--- src/rtl/assert_macros.svh ---
// Assertion helpers shared by the design files.
// All checks sample on the rising edge of clock and are held off during reset.
`ifndef ASSERT_MACROS_SVH
`define ASSERT_MACROS_SVH

// A property that must hold at every clock edge outside reset.
`define TSBS_ASSERT(label, prop, msg) \
   label: assert property (@(posedge clock) disable iff (reset) (prop)) else $error(msg);

// A consequent that must hold in the same cycle as its antecedent.
`define TSBS_ASSERT_IMPLIES(label, ante, cons, msg) \
   `TSBS_ASSERT(label, (ante) |-> (cons), msg)

`endif

--- src/rtl/tsbs_pkg.sv ---
`default_nettype none

package tsbs_pkg;

   // Item kinds carried on the request channel.
   typedef enum logic [1:0] {
      ACT_TICK     = 2'd0,
      ACT_RESPONSE = 2'd1,
      ACT_RESTART  = 2'd2
   } action_type;

   // Register indexes on the configuration port.
   localparam logic [1:0] REG_BURST_LENGTH   = 2'd0;
   localparam logic [1:0] REG_BURST_GAP      = 2'd1;
   localparam logic [1:0] REG_REPLY_TIMEOUT  = 2'd2;

   localparam int unsigned CSR_ADDR_WIDTH = 4;
   localparam int unsigned CSR_DATA_WIDTH = 32;

   // Reset values of the registers.
   localparam logic [7:0]  BURST_LENGTH_RESET  = 8'd8;
   localparam logic [31:0] BURST_GAP_RESET     = 32'd10000;
   localparam logic [31:0] REPLY_TIMEOUT_RESET = 32'd1000;

   // Saturation limit of the request counter; it also marks a finished burst.
   localparam logic [7:0] COUNT_MAX = 8'hFF;

   // Number of positive replies that end the first burst.
   localparam logic [1:0] FIRST_BURST_REPLIES = 2'd2;
   localparam logic [1:0] FIRST_COUNT_MAX     = 2'd3;

   typedef struct packed {
      logic [7:0]  burst_length;
      logic [31:0] burst_gap_ms;
      logic [31:0] reply_timeout_ms;
   } cfg_type;

   typedef struct packed {
      action_type         action;
      logic [47:0]        now_ms;
      logic               link_ready;
      logic               send_accepted;
      logic signed [47:0] sample_offset;
      logic signed [47:0] sample_error;
      logic [47:0]        sample_time;
   } item_type;

   typedef struct packed {
      logic               request_sent;
      logic               burst_done;
      logic               update_valid;
      logic signed [47:0] update_offset;
      logic [46:0]        update_error;
      logic [47:0]        update_time;
   } result_type;

endpackage

`default_nettype wire

--- src/rtl/time_sync_burst_scheduler_top.sv ---
// Time sync burst scheduler.
// Request channel (req_*): one beat per event: a tick carrying the current
// millisecond time and link status, a sync response carrying offset, error
// bound and timestamp, or a restart. Every accepted beat yields exactly one
// beat on the result channel (rsp_*), in order.
// Configuration is written over the csr_* APB-style port while the block is
// idle: burst length at 0x0, burst gap at 0x4, reply timeout at 0x8.
// An accepted beat is held in the input register and then moves to the result
// register, whose output drives the result channel and rsp_valid.
// Throughput: one beat per cycle while results are taken, set by the single
// step of compares and subtracts between the input and result registers.
// A stalled receiver holds the result register; the input register still
// takes one more beat, and then req_ready drops until the result is taken.
// Reset (synchronous, active high) empties both registers, loads the
// register defaults and arms the scheduler so the first tick starts a burst.
`default_nettype none
`include "assert_macros.svh"

module time_sync_burst_scheduler_top
   import tsbs_pkg::*;
(
   input  wire logic                      clock,
   input  wire logic                      reset,

   input  wire logic                      req_valid,
   output logic                           req_ready,
   input  wire logic [1:0]                req_action,
   input  wire logic [47:0]               req_now_ms,
   input  wire logic                      req_link_ready,
   input  wire logic                      req_send_accepted,
   input  wire logic signed [47:0]        req_sample_offset,
   input  wire logic signed [47:0]        req_sample_error,
   input  wire logic [47:0]               req_sample_time,

   output logic                           rsp_valid,
   input  wire logic                      rsp_ready,
   output logic                           rsp_request_sent,
   output logic                           rsp_burst_done,
   output logic                           rsp_update_valid,
   output logic signed [47:0]             rsp_update_offset,
   output logic [46:0]                    rsp_update_error,
   output logic [47:0]                    rsp_update_time,

   input  wire logic                      csr_psel,
   input  wire logic                      csr_penable,
   input  wire logic                      csr_pwrite,
   input  wire logic [CSR_ADDR_WIDTH-1:0] csr_paddr,
   input  wire logic [CSR_DATA_WIDTH-1:0] csr_pwdata,
   output logic      [CSR_DATA_WIDTH-1:0] csr_prdata,
   output logic                           csr_pready
);

   cfg_type    cfg;
   item_type   req_item;
   item_type   item_ff, item_in;
   logic       item_valid_ff, item_valid_in;
   result_type result;
   result_type rsp_ff, rsp_in;
   logic       rsp_valid_ff, rsp_valid_in;
   logic       advance;
   logic       req_take;

   // Configuration registers.
   tsbs_csr u_csr (
      .clock       (clock),
      .reset       (reset),
      .csr_psel    (csr_psel),
      .csr_penable (csr_penable),
      .csr_pwrite  (csr_pwrite),
      .csr_paddr   (csr_paddr),
      .csr_pwdata  (csr_pwdata),
      .csr_prdata  (csr_prdata),
      .csr_pready  (csr_pready),
      .cfg         (cfg)
   );

   // Gather the request beat.
   assign req_item.action        = action_type'(req_action);
   assign req_item.now_ms        = req_now_ms;
   assign req_item.link_ready    = req_link_ready;
   assign req_item.send_accepted = req_send_accepted;
   assign req_item.sample_offset = req_sample_offset;
   assign req_item.sample_error  = req_sample_error;
   assign req_item.sample_time   = req_sample_time;

   // Pipeline flow control: the result register frees when empty or taken.
   assign advance   = !rsp_valid_ff || rsp_ready;
   assign req_ready = !item_valid_ff || advance;
   assign req_take  = req_valid && req_ready;

   // Input register.
   always_comb begin
      item_in       = item_ff;
      item_valid_in = item_valid_ff;
      if (req_take) begin
         item_in       = req_item;
         item_valid_in = 1'b1;
      end else if (advance) begin
         item_valid_in = 1'b0;
      end
   end

   always_ff @(posedge clock) begin
      if (reset) begin
         item_valid_ff <= 1'b0;
      end else begin
         item_valid_ff <= item_valid_in;
      end
      item_ff <= item_in;
   end

   // Scheduler state and step logic.
   tsbs_core u_core (
      .clock   (clock),
      .reset   (reset),
      .cfg     (cfg),
      .step_en (item_valid_ff && advance),
      .item    (item_ff),
      .result  (result)
   );

   // Result register.
   always_comb begin
      rsp_in       = rsp_ff;
      rsp_valid_in = rsp_valid_ff;
      if (advance) begin
         rsp_in       = result;
         rsp_valid_in = item_valid_ff;
      end
   end

   always_ff @(posedge clock) begin
      if (reset) begin
         rsp_valid_ff <= 1'b0;
      end else begin
         rsp_valid_ff <= rsp_valid_in;
      end
      rsp_ff <= rsp_in;
   end

   assign rsp_valid         = rsp_valid_ff;
   assign rsp_request_sent  = rsp_ff.request_sent;
   assign rsp_burst_done    = rsp_ff.burst_done;
   assign rsp_update_valid  = rsp_ff.update_valid;
   assign rsp_update_offset = rsp_ff.update_offset;
   assign rsp_update_error  = rsp_ff.update_error;
   assign rsp_update_time   = rsp_ff.update_time;

   // An emitted update always carries a positive error bound.
   `TSBS_ASSERT_IMPLIES(a_update_error_positive, rsp_valid && rsp_update_valid, rsp_update_error != '0, "update with zero error bound")

   // Without an update the update fields stay zero.
   `TSBS_ASSERT_IMPLIES(a_update_fields_clear, rsp_valid && !rsp_update_valid, (rsp_update_offset == '0) && (rsp_update_error == '0) && (rsp_update_time == '0), "update fields set without update")

   // A request is only sent on a tick that emits no update.
   `TSBS_ASSERT(a_send_without_update, !(rsp_valid && rsp_request_sent && rsp_update_valid), "request sent together with an update")

endmodule

`default_nettype wire

--- src/rtl/tsbs_csr.sv ---
`default_nettype none

module tsbs_csr
   import tsbs_pkg::*;
(
   input  wire logic                      clock,
   input  wire logic                      reset,
   input  wire logic                      csr_psel,
   input  wire logic                      csr_penable,
   input  wire logic                      csr_pwrite,
   input  wire logic [CSR_ADDR_WIDTH-1:0] csr_paddr,
   input  wire logic [CSR_DATA_WIDTH-1:0] csr_pwdata,
   output logic      [CSR_DATA_WIDTH-1:0] csr_prdata,
   output logic                           csr_pready,
   output cfg_type                        cfg
);

   cfg_type    cfg_ff;
   cfg_type    cfg_in;
   logic       write_en;
   logic [1:0] reg_index;

   assign csr_pready = 1'b1;
   assign write_en   = csr_psel && csr_penable && csr_pwrite;
   assign reg_index  = csr_paddr[3:2];
   assign cfg        = cfg_ff;

   // Register write decode; addresses past the last register are dropped.
   always_comb begin
      cfg_in = cfg_ff;
      if (write_en) begin
         unique case (reg_index)
            REG_BURST_LENGTH:  cfg_in.burst_length     = csr_pwdata[7:0];
            REG_BURST_GAP:     cfg_in.burst_gap_ms     = csr_pwdata;
            REG_REPLY_TIMEOUT: cfg_in.reply_timeout_ms = csr_pwdata;
            default:           cfg_in = cfg_ff;
         endcase
      end
   end

   always_ff @(posedge clock) begin
      if (reset) begin
         cfg_ff.burst_length     <= BURST_LENGTH_RESET;
         cfg_ff.burst_gap_ms     <= BURST_GAP_RESET;
         cfg_ff.reply_timeout_ms <= REPLY_TIMEOUT_RESET;
      end else begin
         cfg_ff <= cfg_in;
      end
   end

   // Read back.
   always_comb begin
      unique case (reg_index)
         REG_BURST_LENGTH:  csr_prdata = {24'd0, cfg_ff.burst_length};
         REG_BURST_GAP:     csr_prdata = cfg_ff.burst_gap_ms;
         REG_REPLY_TIMEOUT: csr_prdata = cfg_ff.reply_timeout_ms;
         default:           csr_prdata = '0;
      endcase
   end

endmodule

`default_nettype wire

--- src/rtl/tsbs_core.sv ---
`default_nettype none

module tsbs_core
   import tsbs_pkg::*;
(
   input  wire logic       clock,
   input  wire logic       reset,
   input  wire cfg_type    cfg,
   input  wire logic       step_en,
   input  wire item_type   item,
   output result_type     result
);

   // Scheduler state.
   logic [7:0]  count_ff, count_in;
   logic        await_ff, await_in;
   logic [47:0] end_time_ff, end_time_in;
   logic [47:0] req_time_ff, req_time_in;
   logic        pend_ff, pend_in;
   logic        first_ff, first_in;
   logic [1:0]  first_cnt_ff, first_cnt_in;
   logic        best_ok_ff, best_ok_in;
   logic [46:0] best_err_ff, best_err_in;
   logic [47:0] best_off_ff, best_off_in;
   logic [47:0] best_time_ff, best_time_in;

   // Shared arithmetic.
   logic [47:0] since_end;
   logic [47:0] since_req;
   logic        count_full;
   logic        gap_open;
   logic        timed_out;
   logic [7:0]  tick_count;
   logic [7:0]  tick_count_inc;
   logic [7:0]  rsp_count_inc;
   logic        positive;
   logic        better;
   logic        best_ok_new;
   logic [46:0] best_err_new;
   logic [47:0] best_off_new;
   logic [47:0] best_time_new;
   logic [1:0]  first_cnt_inc;
   logic        first_done;

   assign since_end  = item.now_ms - end_time_ff;
   assign since_req  = item.now_ms - req_time_ff;
   assign count_full = count_ff >= cfg.burst_length;
   assign gap_open   = since_end >= {16'd0, cfg.burst_gap_ms};
   assign timed_out  = since_req > {16'd0, cfg.reply_timeout_ms};

   // A tick that opens a new burst starts counting from zero.
   assign tick_count     = count_full ? 8'd0 : count_ff;
   assign tick_count_inc = (tick_count == COUNT_MAX) ? COUNT_MAX : tick_count + 8'd1;
   assign rsp_count_inc  = (count_ff == COUNT_MAX) ? COUNT_MAX : count_ff + 8'd1;

   // Best sample tracking on a response beat.
   assign positive      = !item.sample_error[47] && (item.sample_error != '0);
   assign better        = positive && (!best_ok_ff || (item.sample_error[46:0] < best_err_ff));
   assign best_ok_new   = best_ok_ff || better;
   assign best_err_new  = better ? item.sample_error[46:0] : best_err_ff;
   assign best_off_new  = better ? item.sample_offset : best_off_ff;
   assign best_time_new = better ? item.sample_time : best_time_ff;

   assign first_cnt_inc = (first_cnt_ff == FIRST_COUNT_MAX) ? FIRST_COUNT_MAX
                                                            : first_cnt_ff + 2'd1;
   assign first_done    = first_ff && positive && (first_cnt_inc >= FIRST_BURST_REPLIES);

   // Next state and result for one beat.
   always_comb begin
      count_in     = count_ff;
      await_in     = await_ff;
      end_time_in  = end_time_ff;
      req_time_in  = req_time_ff;
      pend_in      = pend_ff;
      first_in     = first_ff;
      first_cnt_in = first_cnt_ff;
      best_ok_in   = best_ok_ff;
      best_err_in  = best_err_ff;
      best_off_in  = best_off_ff;
      best_time_in = best_time_ff;
      result       = '0;

      if (step_en) begin
         unique case (item.action)
            ACT_TICK: begin
               // A completion seen on a response is reported once more here.
               result.burst_done = pend_ff;
               pend_in           = 1'b0;
               if (item.link_ready && (!count_full || gap_open)) begin
                  count_in = tick_count;
                  if (count_full) begin
                     best_ok_in = 1'b0;
                  end
                  if (await_ff) begin
                     if (timed_out) begin
                        await_in = 1'b0;
                        count_in = tick_count_inc;
                        if (tick_count_inc >= cfg.burst_length) begin
                           if (best_ok_ff && !count_full) begin
                              result.update_valid  = 1'b1;
                              result.update_offset = best_off_ff;
                              result.update_error  = best_err_ff;
                              result.update_time   = best_time_ff;
                           end
                           end_time_in       = item.now_ms;
                           result.burst_done = 1'b1;
                        end
                     end
                  end else if (item.send_accepted) begin
                     await_in            = 1'b1;
                     req_time_in         = item.now_ms;
                     result.request_sent = 1'b1;
                  end
               end
            end

            ACT_RESPONSE: begin
               best_ok_in   = best_ok_new;
               best_err_in  = best_err_new;
               best_off_in  = best_off_new;
               best_time_in = best_time_new;
               await_in     = 1'b0;
               count_in     = rsp_count_inc;
               // During the first burst every positive reply goes out at once.
               if (first_ff && positive) begin
                  result.update_valid  = 1'b1;
                  result.update_offset = item.sample_offset;
                  result.update_error  = item.sample_error[46:0];
                  result.update_time   = item.sample_time;
                  first_cnt_in         = first_cnt_inc;
               end
               if (first_done) begin
                  count_in          = cfg.burst_length;
                  end_time_in       = item.now_ms;
                  pend_in           = 1'b1;
                  first_in          = 1'b0;
                  result.burst_done = 1'b1;
               end else if (rsp_count_inc >= cfg.burst_length) begin
                  if (best_ok_new) begin
                     if (!(first_ff && positive)) begin
                        result.update_valid  = 1'b1;
                        result.update_offset = best_off_new;
                        result.update_error  = best_err_new;
                        result.update_time   = best_time_new;
                     end
                     first_in = 1'b0;
                  end
                  end_time_in       = item.now_ms;
                  pend_in           = 1'b1;
                  result.burst_done = 1'b1;
               end
            end

            ACT_RESTART: begin
               count_in     = COUNT_MAX;
               await_in     = 1'b0;
               end_time_in  = item.now_ms - {16'd0, cfg.burst_gap_ms};
               req_time_in  = '0;
               pend_in      = 1'b0;
               first_in     = 1'b1;
               first_cnt_in = '0;
               best_ok_in   = 1'b0;
               best_err_in  = '0;
               best_off_in  = '0;
               best_time_in = '0;
            end

            default: begin
               result = '0;
            end
         endcase
      end
   end

   always_ff @(posedge clock) begin
      if (reset) begin
         count_ff     <= COUNT_MAX;
         await_ff     <= 1'b0;
         end_time_ff  <= 48'd0 - {16'd0, BURST_GAP_RESET};
         req_time_ff  <= '0;
         pend_ff      <= 1'b0;
         first_ff     <= 1'b1;
         first_cnt_ff <= '0;
         best_ok_ff   <= 1'b0;
         best_err_ff  <= '0;
         best_off_ff  <= '0;
         best_time_ff <= '0;
      end else begin
         count_ff     <= count_in;
         await_ff     <= await_in;
         end_time_ff  <= end_time_in;
         req_time_ff  <= req_time_in;
         pend_ff      <= pend_in;
         first_ff     <= first_in;
         first_cnt_ff <= first_cnt_in;
         best_ok_ff   <= best_ok_in;
         best_err_ff  <= best_err_in;
         best_off_ff  <= best_off_in;
         best_time_ff <= best_time_in;
      end
   end

endmodule

`default_nettype wire

--- config.mk ---
export PLATFORM = sky130hd
export DESIGN_NAME = time_sync_burst_scheduler_top
export DESIGN_NICKNAME = d
export VERILOG_FILES = /design/src/rtl/tsbs_pkg.sv /design/src/rtl/time_sync_burst_scheduler_top.sv /design/src/rtl/tsbs_csr.sv /design/src/rtl/tsbs_core.sv
export VERILOG_INCLUDE_DIRS = /design/src /design/src/rtl
export SDC_FILE = /design/constraint.sdc
export NUM_CORES = 2
export LEC_CHECK = 0
export BUFFER_PORTS_ARGS = -buffer_cell sky130_fd_sc_hd__buf_2
export CAP_MARGIN = 20
export CORE_MARGIN = 4
export CORE_UTILIZATION = 50
export DETAILED_ROUTE_END_ITERATION = 10
export PLACE_DENSITY = 0.69
export SKIP_CTS_REPAIR_TIMING = 1
export SLEW_MARGIN = 25
export SYNTH_ARGS = -nofsm -noshare
export SYNTH_HDL_FRONTEND = slang
export SYNTH_SLANG_ARGS = --single-unit
--- constraint.sdc ---
create_clock -name clock -period 12.9 [get_ports clock]
set_input_delay 0.645 -clock clock [delete_from_list [all_inputs] [get_ports clock]]
set_output_delay 0.645 -clock clock [all_outputs]
set_load 0.01 [all_outputs]
# After elaboration in Yosys (flattened, before gate mapping)
# Index checks and enable logic that the tools add are counted.
# word_totals
ff_bits,669
mem_bits_ro,0
memories,0
out_inout_bits,181
mem_bits_rw,0
word_cells,164
latchBits,0
inputBits,239
# op_classes
muxes,58
div_mod_pow,0
mul,0
magnitude_cmp,7
n_shift,0
n_reduce_logical,44
bitwise,3
n_eq_ne,17
add_sub_neg,6
# ops
cell,n
$mux W145,5
$mux W144,5
$mux W48,11
$pmux W145 S2,1
$pmux W48 S2,3
$pmux W48 S3,1
$pmux W32 S3,1
$sub A48 B48 Y48,2
$pmux W47 S2,1
$mux W8,7
$ge A48 B32 Y1,1
$gt A48 B32 Y1,1
$reduce_bool A48 Y1,1
$sub A48 B32 Y48,1
$lt A47 B47 Y1,1
$mux W47,1
$ge A8 B8 Y1,3
$pmux W8 S3,1
$add A8 B1 Y8 const B,2
$eq A8 B8 Y1 const B,2
$mux W1,14
$ne A2 B1 Y1 const B,6
$reduce_and A3 Y1,4
$logic_and A1 B1 Y1,10
other kinds (22),50

# Depth between registers and ports, before layout
# depth
ltp_word,10
mapped_depth,30

# Cells and area by module
# A second synthesis with hierarchy kept.
# hier_totals
hier_cells,3524
hier_area_um2,36144.7
# by_module_without_submodules
module,area_each_um2,cells_per_inst,seq_area_each_um2,instances
tsbs_core,22401.5,2831,5064.9,1
time_sync_burst_scheduler_top,10353.7,352,10309.9,1
tsbs_csr,3389.5,341,1441.4,1

# Worst setup path before layout
# OpenSTA, ideal clock, no wires.
# synth_path
path_kind,input port to flip-flop
from,in rsp_ready
to,"reg item_ff[0] in the netlist's numbering, enable pin"
t_required_ns,12.318
setup_time_ns,0.582
arrival_time_ns,5.340
cell_stages,3
path_slack_ns,6.978
n_path_buf,0
path_cell_list,nor2b_1 -> nand2_1 -> and2_1
# synth_between
elab_chain_len,3
# synth_lines
item,line_no,source
from (decl),time_sync_burst_scheduler_top.sv:36,"input wire logic rsp_ready,"
$logic_or A1 B1 Y1,time_sync_burst_scheduler_top.sv:87,assign advance = !rsp_valid_ff || rsp_ready;
$logic_or A1 B1 Y1,time_sync_burst_scheduler_top.sv:88,assign req_ready = !item_valid_ff || advance;
net req_ready,time_sync_burst_scheduler_top.sv:26,"output logic req_ready,"
$logic_and A1 B1 Y1,time_sync_burst_scheduler_top.sv:89,assign req_take = req_valid && req_ready;
to (signal assigned),time_sync_burst_scheduler_top.sv:109,item_ff <= item_in;
to (decl),time_sync_burst_scheduler_top.sv:55,"item_type item_ff, item_in;"
# The timed path passes the listed nets, and every way through them passes these cells.
# A chain may end at the register's enable or synchronous reset.

# Worst setup path after layout
# layout_path
from,reg item_ff[148] in the netlist's numbering
to,"reg rsp_ff (netlist bit rsp_update_time[16]), data pin"
# layout_between
elab_chain_len,6
word_cells_on_any_way,10
cone_classes,2 x add/sub; 2 x order compare; 4 x mux; 2 x reduce/logical
# layout_lines
item,line_no,source
"$sub A48 B48 Y48, on equally long branches","tsbs_core.sv:46, tsbs_core.sv:45",
$gt A48 B32 Y1 / $ge A48 B32 Y1 (equally long branches),"tsbs_core.sv:49, tsbs_core.sv:48",
$mux W145 / $logic_or A1 B1 Y1 (equally long branches),"tsbs_core.sv:95, tsbs_core.sv:89",
$mux W145 / $logic_and A1 B1 Y1 (equally long branches),"tsbs_core.sv:94, tsbs_core.sv:89",
$mux W145 (*),tsbs_core.sv:89,if (item.link_ready && (!count_full || gap_open)) begin
$pmux W145 S2 (*),tsbs_core.sv:84,unique case (item.action)
to (signal assigned),time_sync_burst_scheduler_top.sv:138,rsp_ff <= rsp_in;
to (decl),time_sync_burst_scheduler_top.sv:58,"result_type rsp_ff, rsp_in;"
# Every way passes the cells marked *; elsewhere a longest branch is shown, timed or not.

==> results.md <==
* Status: finished, final reports clean
* Util after Layout at 57.57%
* Die Wd at 285.7 um
* Fin worst setup slack at between 4 and 5 ns
* Crit path DAT at between 8 and 9 ns
* Element type at the critical path end: register
* GRT Total Usage at approximately 28%
* Fin crit share at 62.37%
* CTS tree: done
* Reg2reg path depth at 24
* Cell Area, Synth at approximately 39,000 um2
* Slew @ Worst Pin at around 1.2 ns
* Synth Instances at approximately 4,200
* # rows at about 100
* Wirelength per Cell at approximately 22 um
* Mux contribution to synthesized area at under 10%
* Critical path class: register to register
* Power Density at 124.9 nW/um2
* Root Buffer: clkbuf_16
* Post-synth EDFFs at about 340
* Reg2reg setup slack at between 4 and 5 ns
* Type of origin of the critical path: register
* Mapped Nets at 4,671
* First-pass GRT wire length at roughly 180,000 um
* Routability Congestion at between 0.9 and 1
* Compound-Gate Fraction of Synth Area at 25.52%
* Reg2Reg Capture Point: rsp_update_time[16]
* Hold Crit Endpoint: item_ff[117]
* Detailed placement HPWL at between 80,000 and 90,000 um
* Layout cells sized above 1 at around 14%
* Hold Path Class: input pin to register
* Sink Count at roughly 670
* Synth Flop Type: edfxtp_1
* Final nets at around 4,900
* Post-synth ARST share at 0%
* Hold Fails Final Rpt at 0
* Worst-path fanout max at just over 80
* Overall power at 5.479 mW
* Sequential share of the synthesized area at roughly 44%
* Router iterations before antenna repair at 5
* Maximum VDD drop at around 0.12 mV
* Leak Pwr at ~18 nW
* Hold_sp: req_sample_offset[21]
* Top-level I/O count at between 400 and 500
* Hold Path Cell Cnt at 1
* Die height at approximately 290 um
* GRT overflow at 0
* Distinct cells, synth at 93
* Max-Cap Viols at 0
* Yosys reg bits at between 600 and 700
* Crit path required time at roughly 13 ns
* DR vias/cell at between 6 and 7
* Max Clock Skew at 0.06806 ns
* Max Slew Vio Count at 0
* Vias in the first global route at 31,860
* Starting density of the core at 50.59%
* Setup TNS at 0 ns
* XOR/XNOR Fraction of Synth Area at 2.476%
* H-Tree Depth at 3
* Syn_area_per_cell at 9.263 um2
* Clk Latency, worst-skew pair at approximately 0.68 ns
* Synth Warn # at 0
* Tmin final at ~8.0 ns
* RSZ-0062 raised after global routing: false
* Routed Antenna Nets at 0
* Setup-failing EPs final at 0
* Pre-CTS setup slack at slightly above 5 ns
* Main combinational cell family by area after synthesis: compound AO/OA/AOI/OAI gates
* Worst r2r src: item_ff[148]
* Routed WL at ~120,000 um
* Number of port buffers at ~420
* Drt drc at 0
* Synth Area in Simple Gates at around an eighth
* Vias at ~33,000
* Die Area at roughly 82,000 um2
* Clock slew at reported path FFs at 0.06 ns
* Initial antenna violation count at 27
* Total CTS buffers at 76
* Peak Freq at about 0.12 GHz
* Core ar. at ~76,000 um2
* DRT iter0 DRCs at between 2,000 and 3,000
* Max clock buf depth at 3
* Area added between synthesis and finish at 13.78%
* Slew HR at around a fifth
* Largest net degree at the start of global routing at around 240
* Post-synthesis adder-cell area fraction at approximately 8.8%
critical path: stages (launching register included):
cell	delay [ns]
edfxtp_1	0.48
ha_1	0.39
a21oi_1	0.14
nand2_1	0.15
a31oi_1	0.46
o211ai_1	0.34
o21ai_0	0.50
o21ai_0	0.26
a21boi_0	0.25
xnor2_1	0.16
ha_1	0.27
nand4_1	0.13
nor2_1	0.09
a2111oi_0	0.49
o31ai_1	0.15
a2111oi_0	0.36
nand4_1	0.14
nor4_1	0.45
nand4_1	0.22
nor4_4	0.49
a21o_2	0.37
o32ai_4	0.12
buf_4	0.37
buf_4	0.57
a22o_1	0.37
power breakdown:
group / internal (mW) / leakage (nW) / switching (mW)
Combinational: 0.300 / 10.1 / 0.512
Clock: 1.31 / 1.29 / 0.968
Sequential: 2.32 / 6.29 / 0.0655
routing by layer:
layer  global-route usage, %  wire length [um]  part of all wire (%)
met2                   45.36             55730                    47
met1                   36.62             49040                    41
met3                   5.195              8820                   7.4
met4                   12.43              5276                   4.4
met5                       0                74                 0.062
cells in the final DEF (no fill, tap or decap), drive strengths merged, types with 9 or more instances in the layout:
| cell | count |
|---|---|
| nor4 | 29 |
| buf | 450 |
| dfxtp | 327 |
| o211ai | 85 |
| and2 | 17 |
| a22o | 166 |
| nand4 | 65 |
| a221oi | 9 |
| nand3 | 48 |
| nor2b | 47 |
| nand2b | 18 |
| or3 | 10 |
| a21boi | 9 |
| a2111oi | 14 |
| ha | 267 |
| or2 | 9 |
| xor2 | 46 |
| clkbuf | 99 |
| inv | 266 |
| nor2 | 251 |
| a31oi | 38 |
| a21o | 107 |
| edfxtp | 342 |
| o21ai | 269 |
| xnor2 | 63 |
| a21oi | 460 |
| nor3 | 40 |
| o21bai | 22 |
| mux2 | 14 |
| a211oi | 190 |
| a41oi | 28 |
| clkinv | 28 |
| and3 | 24 |
| nand2 | 414 |
| diode | 20 |
| o21a | 26 |
| mux2i | 68 |
cell usage after synthesis, types with 11 or more instances:
master | number | share of area [%]
a2111oi_0 | 12 | 0.27
nand4_1 | 63 | 1.0
o21a_1 | 26 | 0.51
a41oi_1 | 28 | 0.64
xor2_1 | 46 | 1.0
nor2_1 | 251 | 2.4
nor4_1 | 27 | 0.44
edfxtp_1 | 342 | 27
xnor2_1 | 63 | 1.4
a21oi_1 | 460 | 6.0
a211oi_1 | 190 | 3.7
o21bai_1 | 21 | 0.41
a31oi_1 | 37 | 0.60
mux2i_1 | 68 | 1.8
nor2b_1 | 47 | 0.76
nand2_1 | 414 | 4.0
clkbuf_1 | 221 | 2.2
mux2_2 | 14 | 0.41
and2_1 | 17 | 0.28
ha_1 | 267 | 8.7
a21o_1 | 106 | 2.1
and3_1 | 24 | 0.39
o21ai_0 | 258 | 3.3
nand2b_1 | 18 | 0.29
o211ai_1 | 83 | 1.6
nand3_1 | 46 | 0.60
a22o_1 | 166 | 3.8
dfxtp_1 | 327 | 17
buf_6 | 11 | 0.32
buf_2 | 30 | 0.39
nor3_1 | 40 | 0.52
inv_1 | 263 | 2.6
worst max-delay path by stage:
stage | slack (ns) | cells after the start | endpoint | from
after detailed placement | 5.12 | 24 | rsp_update_time[15] | item_ff[148]
after floorplan | 6.98 | 3 | item_ff[0] | rsp_ready
after CTS | 5.12 | 23 | rsp_update_time[20] | item_ff[168]
final | 4.85 | 24 | rsp_update_time[16] | item_ff[148]
after global placement | 5.20 | 24 | rsp_update_time[16] | item_ff[148]
after global routing | 4.49 | 23 | rsp_update_time[14] | item_ff[168]
cells by family after synthesis:
logic type,after synthesis
DFF,669
adders and majority gates,270
other,1
xor gates and xnor gates,109
muxes,82
buffers and inverters,536
and+or+nand+nor,995
AOI/OAI and AO/OA,1500
flip-flops by register name, summed over array words and instances, names as in the netlist, 2 cells and up:
name and count:
u_core.best_time_ff 48, u_core.first_cnt_ff 2, u_core.end_time_ff 48, u_csr.cfg 72, item_ff 196, u_core.best_off_ff 48
u_core.best_err_ff 47, rsp_update_time 48, rsp_update_offset 48, rsp_update_error 47, u_core.count_ff 8, u_core.req_time_ff 48
cell type report:
type	count	area, um2
Inverter	265	1007
Tap cell	1030	1289
Antenna cell	20	50.05
Clock inverter	41	531.8
Sequential cell	669	16820
Clock buffer	99	2138
Fill cell	6767	32330
Timing Repair Buffer	450	2385
Multi-Input combinational cell	2957	19650
through the flow:
stage | cell area (um2) | cells | hold slack (ns)
2_1_floorplan | 38550 | 4162 | 0.4380
3_3_place_gp | 41120 | 5370 | 0.4499
3_5_place_dp | 41130 | 5370 | 0.4622
4_1_cts | 43800 | 5510 | 0.1114
5_1_grt | 43850 | 5525 | 0.1147
6_report | 43870 | 5531 | 0.1342
No activity file was read; power rests on OpenSTA's default activity.
